===== config.mk =====
export PLATFORM = sky130hd
export DESIGN_NAME = pse_ram
export DESIGN_NICKNAME = d
export VERILOG_FILES = /design/src/design/pse_ram.sv
export SDC_FILE = /design/constraint.sdc
export NUM_CORES = 1
export LEC_CHECK = 0
export BUFFER_PORTS_ARGS = -buffer_cell sky130_fd_sc_hd__buf_2
export CELL_PAD_IN_SITES_DETAIL_PLACEMENT = 1
export CELL_PAD_IN_SITES_GLOBAL_PLACEMENT = 1
export CORE_ASPECT_RATIO = 0.8
export CORE_MARGIN = 4
export CORE_UTILIZATION = 50
export CTS_BUF_LIST = sky130_fd_sc_hd__clkbuf_4 sky130_fd_sc_hd__clkbuf_8 sky130_fd_sc_hd__clkbuf_16
export DETAILED_ROUTE_END_ITERATION = 8
export HOLD_SLACK_MARGIN = 0.15
export PLACE_DENSITY = 0.84
export SYNTH_ARGS = -nofsm -noshare
export SYNTH_HDL_FRONTEND = slang
export SYNTH_SLANG_ARGS = --single-unit
export TNS_END_PERCENT = 100

===== constraint.sdc =====
create_clock -name clock -period 7.5 [get_ports clock]
set_input_delay 0 -clock clock [delete_from_list [all_inputs] [get_ports clock]]
set_output_delay 0 -clock clock [all_outputs]
set_load 0.1 [all_outputs]

===== src/design/pse_ram.sv =====
// generic single-clock ram, one write port and one registered read port
module pse_ram #(
   parameter int WIDTH = 32,
   parameter int DEPTH = 32
) (
   input  logic                     clock,
   input  logic                     wr_en,
   input  logic [$clog2(DEPTH)-1:0] wr_addr,
   input  logic [WIDTH-1:0]         wr_data,
   input  logic                     rd_en,
   input  logic [$clog2(DEPTH)-1:0] rd_addr,
   output logic [WIDTH-1:0]         rd_data
);

   logic [WIDTH-1:0] mem_ff [DEPTH];
   logic [WIDTH-1:0] rd_data_ff;

   always_ff @(posedge clock) begin
      if (wr_en) begin
         mem_ff[wr_addr] <= wr_data;
      end
      if (rd_en) begin
         rd_data_ff <= mem_ff[rd_addr];
      end
   end

   assign rd_data = rd_data_ff;

endmodule


==> qor.csv <==
metric,value,unit
slew_headroom,15.86,%
die_x,327.4,um
critPathLaunchType,input pin,
ys_ff_latch,1056,
avgSynthCellArea,18.06,um^2
p_leak,15.93,nW
peakVddDrop,0.0002266,V
grt_setup_unrepaired,false,
final_max_slew_viol_count,0,
synth_fa_ha_area_share,0,%
io_pins,77,
power_frac_comb,6.1,%
cts_buffers,96,
min_to,rd_data[8],
worst-endpoint-arrival,3050,ps
required,7790,ps
cp_cell_sequence,dlygate4sd3_1 -> buf_2 -> or3b_2 -> dlygate4sd3_1 -> nor2_4 -> buf_4,
power_density,267.7,nW/um^2
end_kind,register,
antennaDiodeCount,0,
reg2reg_from,mem_ff[3][19],
p_clk_share,40.2,%
hold_start,rd_addr[0],
antenna_found_initial,1,
wl_per_cell,33.34,um
dp_hpwl,57920,um
synth-compound-area-share,4.808,%
final_cell_mix,"edfxtp_1, mux2i_1, clkbuf_16",
criticalPathCategory,in2reg,
ant_nets,0,
synthMuxAreaShare,12.56,%
overflow,0,
grt_max_degree,141,
critPathLaunch,wr_addr[3],
r2r_slack,5750,ps
area_growth,12.77,%
portBuffers,76,
switching_share,22.27,%
cp_common_cell,dlygate4sd3_1,
setup_ws,4738,ps
status,"finished, final reports clean",
grtUsageTotal,27.53,%
whs_path_depth,5,
synth_fp_nets,2305,
finalHoldViolCount,0,
synth_cell_types,24,
final_common_cell,edfxtp_1,
synthCells,2260,
drt_iter0_drc,3060,
fin_util,56.98,%
yosysSeqAreaShare,77.71,%
dieArea,86270,um^2
fin_setup_tns,0,ps
setup_viol,0,
drc,0,
firstDrtPassIters,5,
synth-xor-area-share,0,%
core,80760,um^2
grt_pass1_wl,171400,um
internal_power,9.575,mW
pre_cts_ws,4541,ps
slowest_delay,690,ps
start_util,50.53,%
drive_above_1_share,12.96,%
worst_clock_skew,19.45,ps
clock-sinks,1056,
path_max_fanout,25,
h-tree-depth,3,
r2r_end,rd_data[19],
grt_pass1_vias,24670,
power,12.32,mW
switching_power,2.743,mW
crit_buf_inv,4,
drv_cap,0,
clk_pin_slew_worst_paths,60,ps
yosys_warnings,0,
critical-path-slowest-cell,dlygate4sd3_1,
synth_top_family_by_area,multiplexers,
fp.dieH,263.5,um
nets,2439,
finalCriticalPeriod,2762,ps
tritoncts,done,
clock.fmax,362.1,MHz
clk_path_buf_depth,3,
via_per_inst,6.356,
synthesis.area,40810,um^2
worst_slew_pin_slew,1262,ps
cpLargestDelayFamily,buffers and inverters,
cts-root-buf,clkbuf_16,
globalplace.congestion,0.7821,
fin_crit_sh,36.83,%
sequentialPowerShare,53.7,%
synth-simple-area-share,3.075,%
rows,93,
worstHoldPathType,in2reg,
reg2reg_depth,5,
drt_wl_total,118700,um
worst_skew_pair.late_latency,670,ps
vias,22630,
[logic make-up (layout without fill, tap and decap cells)]
| group | after synthesis | after routing |
|---|---|---|
| flops | 1056 | 1056 |
| mux | 512 | 512 |
| compound gates | 288 | 288 |
| simple gates | 277 | 277 |
| buf+inv | 127 | 336 |
[metal layers]
layer  vias up  GRT usage [%]  share of wire [%]
met2      1203          46.43                 50
li1       9281              -                  -
met5         -              0              0.011
met3       290          4.322                7.4
met1     11860          36.40                 39
met4         2          10.32                4.1
[layout make-up]
type,count,area [um^2]
Sequential cell,1056,31710
Tap cell,1092,1366
Clock inverter,51,452.9
Multi-Input combinational cell,1077,8610
Timing Repair Buffer,163,1209
Fill cell,7245,34740
Clock buffer,122,2668
[Yosys cell counts, drive strengths merged]
cell	instances	area (um^2)
buf	79	565.5
nand2	98	367.9
edfxtp	1056	31710
or2	1	6.260
or3	1	6.260
nand3	98	490.5
clkbuf	48	187.7
a22o	64	560.5
nor2	34	127.6
nand3b	5	37.54
a22oi	96	720.7
or3b	3	26.28
nor3	32	160.2
a21oi	96	480.5
and2	1	6.260
nor2b	1	6.260
a31oi	32	200.2
and2b	1	7.510
mux2i	512	5125
nand2b	2	12.51
[power by group through the flow]
stage                     sequential (mW)  clock (mW)  combinational (mW)
final                                6.62        4.95               0.752
after global routing                 6.62        5.28               0.787
after CTS                            6.62        5.00               0.745
after detailed placement             6.74           0               0.715
after global placement               6.74           0               0.679
after floorplan                      6.85           0               0.339
[worst max-delay path by stage]
stage,end,slack (ps),depth (start not counted)
2_1_floorplan,mem_ff[12][0],5070,3
3_3_place_gp,rd_data[18],4730,7
3_5_place_dp,rd_data[18],4540,7
4_1_cts,mem_ff[19][27],4820,6
5_1_grt,mem_ff[19][14],4750,6
6_report,mem_ff[19][27],4740,6
[metrics by stage]
step	cells	instance area (um^2)	hold slack, ps
4_1_cts	3561	46020	224.0
3_3_place_gp	3347	42480	461.7
6_report	3561	46020	247.3
3_5_place_dp	3347	42480	492.9
5_1_grt	3561	46020	243.1
2_1_floorplan	2260	40810	98.87
[what timing repair did]
| action | 4_1_cts | 5_1_grt |
|---|---|---|
| buffers inserted | 0 | 0 |
| hold endpoints to repair | 1104 | 0 |
| hold buffers | 41 | 0 |
| gates resized for setup | 0 | 0 |
[flip-flops by register name, summed over array words and instances (netlist names)]
signal and cells:
mem_ff 1024, rd_data 32
[worst min-delay path, cell delays in order]
cell and delay [ps]:
buf_8 330, mux2i_1 220, nand2_1 60, a31oi_1 70
nand3_1 80
(Power assumes the default switching activity.)
